### config.mk
export PLATFORM = sky130hd
export DESIGN_NAME = mqsb_fifo
export DESIGN_NICKNAME = d
export VERILOG_FILES = /design/src/rtl/mqsb_pkg.sv /design/src/rtl/mqsb_fifo.sv
export SDC_FILE = /design/constraint.sdc
export NUM_CORES = 1
export LEC_CHECK = 0
export BUFFER_PORTS_ARGS = -buffer_cell sky130_fd_sc_hd__buf_2
export CAP_MARGIN = 10
export CORE_MARGIN = 1
export CORE_UTILIZATION = 35
export DETAILED_ROUTE_END_ITERATION = 7
export PLACE_DENSITY_LB_ADDON = 0.05
export SETUP_SLACK_MARGIN = 0.2
export SKIP_CTS_REPAIR_TIMING = 1
export SLEW_MARGIN = 20
export SYNTH_ARGS = -nofsm -noshare
export SYNTH_HDL_FRONTEND = slang
export SYNTH_SLANG_ARGS = --single-unit
### constraint.sdc
create_clock -name clk -period 2.75 [get_ports clk]
set_input_delay 0.1375 -clock clk [delete_from_list [all_inputs] [get_ports clk]]
set_output_delay 0.1375 -clock clk [all_outputs]
set_load 0.005 [all_outputs]
### src/rtl/mqsb_pkg.sv
// ----------------------------------------------------------------------------
// mqsb_pkg
// Types and codes for the multi-queue shared buffer unit.
// ----------------------------------------------------------------------------
package mqsb_pkg;

	localparam int CFG_IDX_W  = 2;
	localparam int CFG_DATA_W = 6;

	localparam logic [CFG_IDX_W-1:0] REG_ACTIVE_QUEUES = 2'd0;
	localparam logic [CFG_IDX_W-1:0] REG_REGION_SIZE   = 2'd1;

	localparam logic [1:0] ST_OK      = 2'd0;
	localparam logic [1:0] ST_FULL    = 2'd1;
	localparam logic [1:0] ST_EMPTY   = 2'd2;
	localparam logic [1:0] ST_INVALID = 2'd3;

	localparam logic [3:0] ACTIVE_RESET = 4'd8;
	localparam logic [5:0] REGION_RESET = 6'd32;

	typedef struct packed {
		logic               func;
		logic [2:0]         queue_id;
		logic signed [31:0] data_in;
	} req_t;

	typedef struct packed {
		logic [1:0]         status;
		logic signed [31:0] data_out;
	} rsp_t;

	typedef enum logic [1:0] {
		OP_ENQ,
		OP_DEQ,
		OP_INVALID
	} op_t;

	typedef struct packed {
		op_t         op;
		logic [2:0]  queue_id;
		logic [31:0] data;
	} cmd_t;

	typedef struct packed {
		logic       clear;
		logic [5:0] region_size;
	} ctl_t;

endpackage

### src/rtl/mqsb_fifo.sv
// ----------------------------------------------------------------------------
// mqsb_fifo
// Two-entry command queue between front and back.
// ----------------------------------------------------------------------------
module mqsb_fifo (
	input  logic           clk,
	input  logic           arst_n,
	input  logic           push,
	input  mqsb_pkg::cmd_t push_cmd,
	input  logic           pop,
	output logic           full,
	output logic           empty,
	output mqsb_pkg::cmd_t head
);
	import mqsb_pkg::*;

	cmd_t       ent_q [2];
	logic       wptr_q;
	logic       rptr_q;
	logic [1:0] cnt_q;

	always_ff @(posedge clk) begin
		if (push) begin
			ent_q[wptr_q] <= push_cmd;
		end
	end

	always_ff @(posedge clk or negedge arst_n) begin
		if (!arst_n) begin
			wptr_q <= 1'b0;
			rptr_q <= 1'b0;
			cnt_q  <= 2'd0;
		end else begin
			if (push) begin
				wptr_q <= ~wptr_q;
			end
			if (pop) begin
				rptr_q <= ~rptr_q;
			end
			if (push && !pop) begin
				cnt_q <= cnt_q + 2'd1;
			end else if (pop && !push) begin
				cnt_q <= cnt_q - 2'd1;
			end
		end
	end

	assign full  = cnt_q == 2'd2;
	assign empty = cnt_q == 2'd0;
	assign head  = ent_q[rptr_q];

endmodule

Word level (Yosys, flattened, before mapping) --
Memories as Yosys holds them, arrays and structs flattened. Cells that the tools add are included.
Word-level totals: output and inout bits 39, word-level logic and storage cells 19, bits of input ports 41, RAM bits 74, flip-flop bits (word level) 4, memories kept 1
Memories:
- ent_q | words 2, width 37, read ports 1, clocked after Yosys merged registers in 0, write ports 1, line mqsb_fifo.sv:17 | cmd_t ent_q [2];
Cells by class: bitwise operators 2, reduce and logical (&&, ||, !) cells 6, add/subtract/negate cells 2, mux-type cells 4, equality and inequality tests 1
Operators by type and width (number):
- two-way mux 2 bit | 2
- adder 2 x 1 -> 2 bit, second input constant | 1
- equality test 2 bit, second input constant | 1
- logical AND 1 bit | 2
- zero test 1 bit | 2
- zero test 2 bit | 1
- two-way mux 1 bit | 2
- NOT 1 bit | 2
- nonzero test 2 bit | 1
- subtractor 2 x 1 -> 2 bit, second input constant | 1

Logic depth before layout (Yosys ltp) --
depth after elaboration 4, mapped depth 5, depth with buffers taken out 5

Worst setup path before layout --
No wires, ideal clock.
path kind flip-flop to flip-flop, from register wptr_q, to memory ent_q[0][0] (netlist name), enable pin, path buffers 0, data arrival time 2061 ps, library setup time 436 ps, stages on the path, launching flop included 2, clock period less this slack 2497 ps, required time 2314 ps, path slack 253 ps, cells stage by stage dfrtp_1 nor2b_1
RTL lines:
- start: declaration | line mqsb_fifo.sv:18 | logic wptr_q;
- start signal: assignment | line mqsb_fifo.sv:35 | wptr_q <= ~wptr_q;
- end: declaration | line mqsb_fifo.sv:17
Straight into the memory's write port.

==> impl_results.md <==
* Run status: finished, final reports clean
* Via-per-instance ratio at 4.36
* Final Critical Period at 2.11 ns
* Critical path class: reg -> out
* Core Util, Final at between 40 and 50%
* Via count at 1599
* Final hold slack at 0.0201 ns
* Register area at 0.00232 mm²
* Root Driver: clkbuf_8
* Cell Area, Synth at 0.00294 mm²
* CORE AREA at slightly above 0.008 mm²
* Vias in the first global route at 1576
* Area of the multi-input gates at 583 µm²
* VDD IR-drop max at 0.000524 V
* Initial antenna violation count at 0
* Final Hold Vio Count at 0
* CTS Buf Count at 9
* CTS tree: built
* Post-route ant nets at 0
* Fill cells at ~720
* Port buffer count at 79
* Total GRT Usage at between 10% and 20%
* Layout area overhead at 37.5%
* Clock transition at path regs at 0.07 ns
* Power per Cell Area at approximately 900 mW/mm²
* Post-Syn Nets at 173
* Worst slew pin tran at 1.06 ns
* Leak at 1.61 nW
* Fmax at around 0.47 GHz
* Syn Inst Count at 131
* Period Utilization, post-route at 76.6%
* Wirelength per Cell at 14.3 µm
* Slew margin rel. at between 20% and 30%
* Final Cell Area at 0.00404 mm²
* Dpl cell area at between 0.003 and 0.004 mm²
* Clock Latency Late Sink at 0.34 ns
* Max Slew Vio Count at 0
* Initial core utilization at around 36%
* Synth unique cells at 13
* Final Wtd Congestion at 0.633
* Clk buf depth at 2
* DIE HEIGHT at around 94 µm
* Number of remaining DRC errors at 0
* H-tree Lvls at 3
* Layout cell share with drive strength beyond 1 at between 50% and 60%
* Ant diodes at 0
* Starting DRC count in detailed routing at 52
* Max-cap violations at 0
* DP Wirelength at 3.30 mm
* Layout Skew at 0.00603 ns
* Sink Count at 78
* Post-Syn Area per Cell at 22.4 µm²
* Total gr overflow at 0
* Seq/Total Area, Yosys at 79.0%
* Die footprint at 0.00877 mm²
* Yosys warns at 0
* Worst Hold Class: in -> reg
* Die width at 93.6 µm
* Detailed Routing Iterations Pass 1 at 4
* Final setup vio count at 0
* RSZ-0062 raised after global routing: false
* Crit Path Max Fanout at 38
* Fin Setup TNS at 0 ns
* Aggregate routed wire length at 5.23 mm
* Post-layout nets at 299
* # rows at 33
* Worst Path Required at 2.61 ns
* Arr. time, crit path at about 2.0 ns
* Synthesis-stage register bit count at 78
* Largest net degree at the start of global routing at 39
* Setup crit start kind: register
* CP endpoint kind: primary output
* I/O Pins at 80
* First-pass GRT wire length at 7.37 mm
==> cell usage in the layout (no fill, tap or decap), types with 3 or more instances in the layout <==
cell / n
buf_2: 79
xor2_1: 4
mux2_4: 20
mux2_2: 17
clkbuf_8: 9
edfxtp_1: 74
dfrtp_1: 3
dlygate4sd3_1: 39
==> cell families after synthesis <==
kind of cell	share of synthesized area, %
flops	79.0
mux	16.7
xor+xnor	1.49
buf+inv	1.45
simple gates	0.894
fa+ha+maj	0.426
==> layout make-up <==
type	count	area share (%)
Sequential cell	78	57.5
Clock buffer	11	3.25
Timing Repair Buffer	119	19.6
Clock inverter	5	1.83
Inverter	1	0.0929
Tap cell	105	3.25
Multi-Input combinational cell	48	14.4
==> path summary, 6_finish.rpt <==
path                          start           end  slack [ns]  cells after the start
max                          rptr_q      head[35]        0.64                      2
min                            push        wptr_q        0.02                      2
max reg2reg                  wptr_q  ent_q[0][17]        1.10                      2
min reg2reg                cnt_q[1]      cnt_q[1]        0.52                      1
max in group asynchronous    arst_n        rptr_q        2.50                      2
min in group asynchronous    arst_n      cnt_q[0]        0.13                      2
==> synthesized netlist by cell type (all sizes together) <==
cell | instances | area, µm²
and2 | 1 | 6.26
xor2 | 4 | 35.0
nor2 | 2 | 7.51
inv | 1 | 3.75
nor2b | 2 | 12.5
ha | 1 | 12.5
buf | 4 | 38.8
dfrtp | 4 | 100
xnor2 | 1 | 8.76
edfxtp | 74 | 2220
mux2 | 37 | 492
==> sequential cells by signal, summed over array words and instances, names as in the netlist <==
name    cells
cnt_q       2
ent_q      74
rptr_q      1
wptr_q      1
==> critical path, cell delays in order, from the launching register on <==
cell     delay [ns]
dfrtp_2        1.07
mux2_2         0.43
buf_2          0.13
==> metrics by stage <==
step | setup slack [ns] | instances | power [mW]
2_1_floorplan | 0.253 | 131 | 2.35
3_3_place_gp | 0.993 | 312 | 2.69
3_5_place_dp | 0.950 | 312 | 2.73
4_1_cts | 0.571 | 328 | 3.62
5_1_grt | 0.514 | 367 | 3.79
6_report | 0.642 | 367 | 3.59
==> power by group <==
group	switching [mW]	internal, mW	leakage, nW
Clock	0.380	0.506	0.105
Sequential	0.208	1.58	0.740
Combinational	0.337	0.581	0.762
==> routing by layer <==
metal / vias to the layer above / routed length [µm] / share of wire, % / global-route usage, %
met1: 782 / 2010 / 38 / 12.6
li1: 758 / - / - / -
met4: 0 / 83 / 1.6 / 6.92
met2: 50 / 2870 / 55 / 20.8
met3: 9 / 274 / 5.2 / 4.15
met5: - / 0 / 0 / 0
Power figures use the tool's default switching activity.
