[config.mk]
export PLATFORM = sky130hd
export DESIGN_NAME = mqsb_front
export DESIGN_NICKNAME = d
export VERILOG_FILES = /design/src/rtl/mqsb_pkg.sv /design/src/rtl/mqsb_front.sv
export SDC_FILE = /design/constraint.sdc
export NUM_CORES = 1
export LEC_CHECK = 0
export BUFFER_PORTS_ARGS = -buffer_cell sky130_fd_sc_hd__clkbuf_2
export CORE_AREA = 2 2 51 53
export CTS_CLUSTER_DIAMETER = 100
export CTS_CLUSTER_SIZE = 12
export DETAILED_ROUTE_END_ITERATION = 16
export DIE_AREA = 0 0 53 55
export PLACE_DENSITY_LB_ADDON = 0.15
export SKIP_LAST_GASP = 1
export SLEW_MARGIN = 20
export SYNTH_ARGS = -nofsm -noshare
export SYNTH_HDL_FRONTEND = slang
export SYNTH_SLANG_ARGS = --single-unit
[constraint.sdc]
create_clock -name clk -period 6 [get_ports clk]
set_input_delay 1.8 -clock clk [delete_from_list [all_inputs] [get_ports clk]]
set_output_delay 1.8 -clock clk [all_outputs]
set_load 0.005 [all_outputs]
[src/rtl/mqsb_pkg.sv]
// ----------------------------------------------------------------------------
// mqsb_pkg
// Types and codes for the multi-queue shared buffer unit.
// ----------------------------------------------------------------------------
package mqsb_pkg;

	localparam int CFG_IDX_W  = 2;
	localparam int CFG_DATA_W = 6;

	localparam logic [CFG_IDX_W-1:0] REG_ACTIVE_QUEUES = 2'd0;
	localparam logic [CFG_IDX_W-1:0] REG_REGION_SIZE   = 2'd1;

	localparam logic [1:0] ST_OK      = 2'd0;
	localparam logic [1:0] ST_FULL    = 2'd1;
	localparam logic [1:0] ST_EMPTY   = 2'd2;
	localparam logic [1:0] ST_INVALID = 2'd3;

	localparam logic [3:0] ACTIVE_RESET = 4'd8;
	localparam logic [5:0] REGION_RESET = 6'd32;

	typedef struct packed {
		logic               func;
		logic [2:0]         queue_id;
		logic signed [31:0] data_in;
	} req_t;

	typedef struct packed {
		logic [1:0]         status;
		logic signed [31:0] data_out;
	} rsp_t;

	typedef enum logic [1:0] {
		OP_ENQ,
		OP_DEQ,
		OP_INVALID
	} op_t;

	typedef struct packed {
		op_t         op;
		logic [2:0]  queue_id;
		logic [31:0] data;
	} cmd_t;

	typedef struct packed {
		logic       clear;
		logic [5:0] region_size;
	} ctl_t;

endpackage

[src/rtl/mqsb_front.sv]
// ----------------------------------------------------------------------------
// mqsb_front
// Config registers and request classification ahead of the command queue.
// ----------------------------------------------------------------------------
module mqsb_front #(
	parameter int NUM_QUEUES = 8
) (
	input  logic                            clk,
	input  logic                            arst_n,
	input  logic                            start,
	input  mqsb_pkg::req_t                  req,
	input  logic                            cfg_we,
	input  logic [mqsb_pkg::CFG_IDX_W-1:0]  cfg_index,
	input  logic [mqsb_pkg::CFG_DATA_W-1:0] cfg_data,
	input  logic                            fifo_full,
	output logic                            busy,
	output logic                            push,
	output mqsb_pkg::cmd_t                  cmd,
	output mqsb_pkg::ctl_t                  ctl
);
	import mqsb_pkg::*;

	logic [3:0] active_q;
	logic [5:0] region_q;
	logic       invalid;

	always_ff @(posedge clk or negedge arst_n) begin
		if (!arst_n) begin
			active_q <= ACTIVE_RESET;
			region_q <= REGION_RESET;
		end else if (cfg_we) begin
			case (cfg_index)
				REG_ACTIVE_QUEUES: active_q <= cfg_data[3:0];
				REG_REGION_SIZE:   region_q <= cfg_data;
				default: ;
			endcase
		end
	end

	always_comb begin
		invalid = ({1'b0, req.queue_id} >= active_q) ||
			({4'd0, req.queue_id} >= 7'(NUM_QUEUES));
		cmd.op       = invalid ? OP_INVALID : (req.func ? OP_DEQ : OP_ENQ);
		cmd.queue_id = req.queue_id;
		cmd.data     = req.data_in;
	end

	assign busy = fifo_full;
	assign push = start && !fifo_full;

	assign ctl.clear = cfg_we &&
		(cfg_index == REG_ACTIVE_QUEUES || cfg_index == REG_REGION_SIZE);
	assign ctl.region_size = region_q;

endmodule

# Word-level counts from Yosys, hierarchy flattened
# Index checks and enable logic that the tools add are counted.
[totals]
elab_cells = 13
input_bits = 49
ff_bits = 10
out_inout_bits = 46
[classes]
eq_ne = 1
muxes = 2
reduce_logical = 7
order_cmp = 1
[op_table]
columns = ["operator", "n"]
rows = [
  ["3-bit by 4-bit greater-or-equal comparator with 1-bit output", 1],
  ["2-bit AND reduction", 2],
  ["2-bit by 1-bit equality test with 1-bit output (second input constant)", 1],
  ["1-bit logical AND", 2],
  ["2-bit logical NOT", 1],
  ["2-bit two-way mux", 1],
  ["1-bit logical NOT", 1],
  ["1-bit logical OR", 1],
  ["1-bit two-way mux", 1],
]

# Logic depth before layout (Yosys ltp)
[logic_depth]
ltp_word = 3
ltp_mapped = 6
ltp_nobuf = 5

# Worst setup path before layout
# OpenSTA, ideal clock, no wires.
[synth_timing]
path_kind = "input-to-output"
from = "in req[32] in the netlist's numbering"
to = "out cmd[36] in the netlist's numbering"
setup_slack_ns = 1.503
t_required_ns = 4.200
stages = 6
path_buffers = 1
arrival_ns = 2.697
cell_sequence = "inv_1 ha_1 nand2b_1 a211oi_1 nor3_1 buf_4"
[synth_rtl]
columns = ["item", "line_no", "source"]
rows = [
  ["start, declared", "mqsb_front.sv:11", "input mqsb_pkg::req_t req,"],
  ["end, declared", "mqsb_front.sv:18", "output mqsb_pkg::cmd_t cmd,"],
]

==> metrics.txt <==
Worst-Skew Late Latency 250 ps; Mapped Area 779 sq um; Starting Density 0.330; Vert. Die Dim 55 um; Fill cells 254; max-slew violation count 0; area share of the largest cell type after synthesis 0.356; Hold Path Class reg2reg; routed length per instance 13.2 um; Critical Path AT 2910 ps; Yosys reg bits 10; WL final 1.29 mm; Port Buf Inserts 30; remaining routing DRC violations 0; P_leak 0.378 nW; multi-input logic area 238 sq um; Hold Path Stages 1; fraction of the yosys area taken by sequential cells 0.324; GP Congestion 0.581; total core area 2360 sq um; Area Overhead vs Synth -8.67%; grt total ovfl 0; Root Driver clkbuf_4; endpoints failing setup 0; achievable clock frequency 212 MHz; largest net degree at the start of global routing 11; Synth Flop Type dfrtp_1; RSZ-0062 raised after global routing false; outcome completed; number of DRC markers in iteration 0 3; Area contributors post-synth buf_4 (36%), dfrtp_1 (26%), mux2_2 (8.7%); Worst Setup Start Kind input port; final period utilization 0.785; # IOs 95; crit end category primary output; Post-CTS Repair Setup Buffers 0; crit path buf inv count 3; Post-synth EDFFs 0; Worst path depth 7; vias in the first global route 375; worst-path fanout max 2; Top delay family on crit path compound AO/OA/AOI/OAI gates; Worst slew margin 0.815; DIE AREA 2920 sq um; max_cap viols 0; first-pass GRT wire length 1.73 mm; commonest cells after routing, fill and taps aside clkbuf_2 (30), dfrtp_1 (8), mux2_2 (6); Clock Skew 0 ps; Hold-fix buffers, CTS 0; leading cell type in the layout, fill and taps excluded clkbuf_2; slowest stage delay, CP 300 ps; power density cells 256 nW/um^2; routed via count 427; fin crit period 4710 ps; syn nets 124; setup TNS 0 ps; critical path cell sequence clkbuf_2 -> inv_1 -> ha_1 -> nand2b_1 -> a211oi_1 -> o31a_1 -> clkbuf_2; Row Count 18; fraction of layout cells with a size suffix above 1 0.706; number of CTS-inserted buffers 3; mean post-synth cell area 10.8 sq um; fraction of registers with async set/reset 1.00; Setup Crit Path Kind in2out; CP max stage cell a211oi_1; H-tree level count 1; post-cts resize count 0; DP HPWL 1.13 mm; DR pass1 iterations 2; Ys Warns 0; Top cell by count, worst path clkbuf_2; Slew @ Worst Pin 276 ps; initial antenna violation count 0; DIE WIDTH 53 um; CTS tree yes; Clock Tree Buf Depth 2; CTS Sinks 10; Netlist cell types 16; R2R cell count 1; gr usage total 0.0840; cell taking the most area after synthesis buf_4; Worst IR Drop VDD 0.152 mV; Final Hold Vio Count 0; Worst-path clk slew 60 ps; NumNets Final 122; vias per cell 4.36; Req. time, crit path 4200 ps; Register Area 253 sq um; total power 0.182 mW; # diodes 0; ANT nets after route 0; Gate Count Post-Synth 72
[cell usage after synthesis (2+ instances only)]
master / number
buf_4: 37
dfrtp_1: 8
mux2_2: 6
mux2_4: 4
ha_1: 3
inv_1: 3
dfstp_2: 2
[through the flow]
stage / utilization / instance area [sq um] / hold WS (ps) / std cells / setup slack (ps)
finish: 0.301 / 712 / 505 / 98 / 1290
global route: 0.301 / 712 / 527 / 98 / 1230
CTS: 0.301 / 712 / 507 / 98 / 1260
detailed placement: 0.292 / 689 / 494 / 95 / 1270
global placement: 0.292 / 689 / 489 / 95 / 1280
floorplan: - / 779 / 482 / 72 / 1500
[logic make-up after synthesis]
| logic type | after synthesis | synth area share |
|---|---|---|
| compound gates | 2 | 0.0209 |
| fa+ha+maj | 3 | 0.0482 |
| buf+inv | 40 | 0.371 |
| flops | 10 | 0.324 |
| mux | 10 | 0.164 |
| simple gates | 7 | 0.0722 |
[cell type report]
class / instances / area share
inverter: 3 / 0.0158
tap: 30 / 0.0527
sequential: 10 / 0.355
multi-input combinational: 22 / 0.334
clock buffer: 3 / 0.0316
timing repair buffer: 30 / 0.211
[sequential cells by signal, indices dropped and copies added (netlist names)]
| name | flops |
|---|---|
| region_q | 6 |
| active_q | 4 |
[power breakdown]
group | total [mW] | leakage, nW | internal, mW | switching [mW]
clock network | 0.0429 | 0.0138 | 0.0230 | 0.0199
registers | 0.0893 | 0.116 | 0.0822 | 0.00705
logic | 0.0500 | 0.248 | 0.0310 | 0.0191
total | 0.182 | 0.378 | 0.136 | 0.0460
[worst paths after layout]
check / from / end / slack, ps
worst max-delay path: req[32] / cmd[35] / 1290
max in group asynchronous: arst_n / active_q[3] / 4330
worst min register to register: region_q[3] / region_q[3] / 510
worst max register to register: active_q[0] / active_q[0] / 5240
worst min-delay path: region_q[3] / region_q[3] / 510
min in group asynchronous: arst_n / active_q[0] / 1400
[routing by layer]
metal / track usage / share of wire / wire, um
met5: 0 / 0 / 0
met2: 0.121 / 0.45 / 584
met4: 0.0684 / 0.027 / 35
met1: 0.0893 / 0.33 / 421
met3: 0.0484 / 0.19 / 250
Note: power is estimated with default switching activity, not from simulation.
